$ cat config.mk
export PLATFORM = sky130hd
export DESIGN_NAME = a2bc_mul
export DESIGN_NICKNAME = d
export VERILOG_FILES = /design/src/rtl/core/a2bc_mul.sv
export SDC_FILE = /design/constraint.sdc
export NUM_CORES = 2
export LEC_CHECK = 0
export ABC_AREA = 1
export BUFFER_PORTS_ARGS = -buffer_cell sky130_fd_sc_hd__buf_2
export CAP_MARGIN = 20
export CELL_PAD_IN_SITES_DETAIL_PLACEMENT = 1
export CELL_PAD_IN_SITES_GLOBAL_PLACEMENT = 1
export CORE_AREA = 2 2 271 273
export DETAILED_ROUTE_END_ITERATION = 7
export DIE_AREA = 0 0 273 275
export PLACE_DENSITY = 0.93
export SLEW_MARGIN = 25
export SYNTH_ARGS = -nofsm -noshare
export SYNTH_HDL_FRONTEND = slang
export SYNTH_SLANG_ARGS = --single-unit
$ cat constraint.sdc
create_clock -name clock -period 15.86 [get_ports clock]
set_input_delay 2.379 -clock clock [delete_from_list [all_inputs] [get_ports clock]]
set_output_delay 2.379 -clock clock [all_outputs]
set_load 0.01 [all_outputs]
$ cat src/rtl/core/a2bc_mul.sv
// Shared 32x32 multiplier with registered product.
// Stands alone: no package or module dependencies.
module a2bc_mul (
   input  logic        clock,
   input  logic        mul_en,
   input  logic [31:0] mul_a,
   input  logic [31:0] mul_b,
   output logic [63:0] prod_ff
);

   always_ff @(posedge clock) begin
      if (mul_en) begin
         prod_ff <= {32'd0, mul_a} * {32'd0, mul_b};
      end
   end

endmodule

==> results.json <==
{
  "max_cap_violations": 0,
  "tritoncts": "done",
  "design.die.area_mm2": 0.07508,
  "wire_length_of_the_first_global_routing_pass_um": 218600,
  "post_cts_resize_count": 0,
  "reg_top3": "prod_ff (64)",
  "regMostFlops": "prod_ff",
  "overflow_left_after_global_routing": 0,
  "core.rowCount": 99,
  "cts-root-buf": "sky130_fd_sc_hd__clkbuf_16",
  "synth_nets": 6248,
  "synth.distinct_cells": 23,
  "path_class": "in -> reg",
  "post_route_cells_drive_above_1_share": 0.04372,
  "grt_pass1_vias": 39810,
  "largest_register_ffs": 64,
  "layout_worst_path_cycle_share": 0.6068,
  "clock_tree.buffer_depth": 2,
  "grt_use_total": 0.3856,
  "timing_hold_violations_final": 0,
  "die-height_um": 275,
  "detail_route.vias_per_cell": 5.543,
  "timing.fmax_mhz": 103.9,
  "num-nets-final": 6206,
  "hold_ws_ns": 2.779,
  "synth_area_mm2": 0.03804,
  "detailedRoute.firstIterationViolations": 2363,
  "die-width_um": 273,
  "post_cts.repair.setup_buffers": 0,
  "grt_start_max_net_pins": 65,
  "maxSlewViolCount": 0,
  "setup_viol": 0,
  "timing.hold.worst.class": "in -> reg",
  "dp_hpwl_um": 117200,
  "ys_seq_area_frac": 0.05052,
  "post-route-drc-count": 0,
  "sum_of_negative_setup_slack_ns": 0,
  "cp-end-kind": "register",
  "cp_max_fo": 32,
  "postSynthAreaPerCell_um2": 7.573,
  "final_design_area_no_fill_mm2": 0.03959,
  "num_ports": 130,
  "critical_path_required_ns": 15.95,
  "globalplace.congestion": 0.9455,
  "critPathLaunchType": "input port",
  "tightest_slew_ns": 1.032,
  "rsz0062_at_grt": "no",
  "port-buffer-count": 129,
  "detailroute.via_count": 32970,
  "routed_wire_length_per_instance_um": 23.58,
  "timing.final.crit_period_ns": 9.624,
  "nFillCells": 9245,
  "cts-hold-fix-buffers": 0,
  "timing.critical_path.arrival_ns": 9.71,
  "worst_setup_hold_path_clk_slew_ns": 0.06,
  "timing.max_slew.rel_slack": 0.3118,
  "detailed_place.area_mm2": 0.03924,
  "ctsHtreeMaxLevel": 3,
  "area_growth_pct": 4.072,
  "drt_wl_total_um": 140200,
  "core_mm2": 0.07234,
  "postSynthRegisterBits": 64,
  "floorplan.initialDensity": 0.5259,
  "synthCells": 5023,
  "initial_antenna_violation_count": 4,
  "postRouteAntennaNets": 0,
  "outcome": "finished, final reports clean",
  "clock-sinks": 64,
  "numCtsBuffers": 9,
  "dr.pass1.iters": 5,
  "synth-warning-count": 0
}
[cells by family after synthesis]
family,after synthesis,share of synthesized area
AND/OR/NAND/NOR,1781,0.1849
adder cells (fa/ha/maj),1159,0.5580
XOR/XNOR,35,0.008058
AO/OA/AOI/OAI,57,0.008387
buffers and inverters,1927,0.1901
flip-flops,64,0.05052
[metal layers]
layer  global-route usage  up-vias  wire length, um
met2               0.6943     1857            72050
met5                    0        -                0
met4               0.2964        0            12270
li1                     -    13600                -
met1               0.4090    16720            46640
met3              0.05455      792             9277
[through the flow]
stage                     cells  utilization  worst slack, ns
after CTS                  5945       0.5472            6.399
final                      5947       0.5473            6.236
after detailed placement   5929       0.5425            6.076
after global placement     5929       0.5425            6.397
after global routing       5947       0.5473            6.131
after floorplan            5023            -            7.526
[Yosys cell counts, drive strengths merged]
| master | count | share of area |
|---|---|---|
| nand2 | 1581 | 0.16 |
| fa | 896 | 0.47 |
| nand3 | 65 | 0.0097 |
| o21bai | 12 | 0.0025 |
| xor2 | 33 | 0.0076 |
| inv | 1735 | 0.17 |
| xnor2 | 2 | 0.00046 |
| nor3 | 18 | 0.0035 |
| clkbuf | 192 | 0.019 |
| a21oi | 43 | 0.0057 |
| nand4 | 16 | 0.0026 |
| ha | 263 | 0.087 |
| nor2 | 101 | 0.012 |
| o21ai | 2 | 0.00026 |
| edfxtp | 64 | 0.051 |
[area by class of cell]
type                       instances  area [um2]  area share
multi-input combinational       3032       28890      0.7296
inverter                        1735        6513      0.1645
timing repair buffer             139       720.7     0.01820
tap                              959        1200     0.03031
clock buffer                       9       225.2    0.005689
sequential                        64        1922     0.04854
antenna                            2       5.005   0.0001264
clock inverter                     7       118.9    0.003002
[cells in the final DEF, fill, tap and decap left out, types with 3 or more instances in the layout]
cell,n
sky130_fd_sc_hd__inv_1,1723
sky130_fd_sc_hd__nand2_1,1566
sky130_fd_sc_hd__fa_1,896
sky130_fd_sc_hd__ha_1,263
sky130_fd_sc_hd__buf_2,129
sky130_fd_sc_hd__nor2_1,81
sky130_fd_sc_hd__edfxtp_1,64
sky130_fd_sc_hd__nand3_1,56
sky130_fd_sc_hd__a21oi_1,43
sky130_fd_sc_hd__xor2_1,33
sky130_fd_sc_hd__nand4_1,16
sky130_fd_sc_hd__nand2_2,15
sky130_fd_sc_hd__nor2_2,14
sky130_fd_sc_hd__inv_2,12
sky130_fd_sc_hd__nor3_1,11
sky130_fd_sc_hd__o21bai_1,11
sky130_fd_sc_hd__buf_4,10
sky130_fd_sc_hd__nand3_2,9
sky130_fd_sc_hd__clkbuf_16,9
sky130_fd_sc_hd__nor2_4,6
sky130_fd_sc_hd__nor3_2,6
sky130_fd_sc_hd__bufinv_16,3
[final timing paths]
check     start           to  slack (ns)  cells after the start
max    mul_a[5]  prod_ff[32]        6.24                     23
min    mul_b[0]   prod_ff[0]        2.78                      3
[critical path, cell delays in order]
cell and delay (ns):
sky130_fd_sc_hd__buf_2 0.76, sky130_fd_sc_hd__nand2_1 0.23, sky130_fd_sc_hd__fa_1 0.57, sky130_fd_sc_hd__inv_1 0.06
sky130_fd_sc_hd__fa_1 0.50, sky130_fd_sc_hd__inv_1 0.06, sky130_fd_sc_hd__fa_1 0.54, sky130_fd_sc_hd__inv_1 0.05
sky130_fd_sc_hd__fa_1 0.55, sky130_fd_sc_hd__fa_1 0.45, sky130_fd_sc_hd__fa_1 0.48, sky130_fd_sc_hd__fa_1 0.59
sky130_fd_sc_hd__fa_1 0.47, sky130_fd_sc_hd__ha_1 0.54, sky130_fd_sc_hd__nand2_1 0.17, sky130_fd_sc_hd__nor2_1 0.20
sky130_fd_sc_hd__inv_2 0.09, sky130_fd_sc_hd__nor2_4 0.14, sky130_fd_sc_hd__inv_2 0.07, sky130_fd_sc_hd__o21bai_2 0.16
sky130_fd_sc_hd__inv_1 0.05, sky130_fd_sc_hd__nand2_1 0.13, sky130_fd_sc_hd__xor2_1 0.42
Power is left out: the tool's default activity adds up to more than one toggle a clock period on the data nets, which glitch-free logic cannot reach.
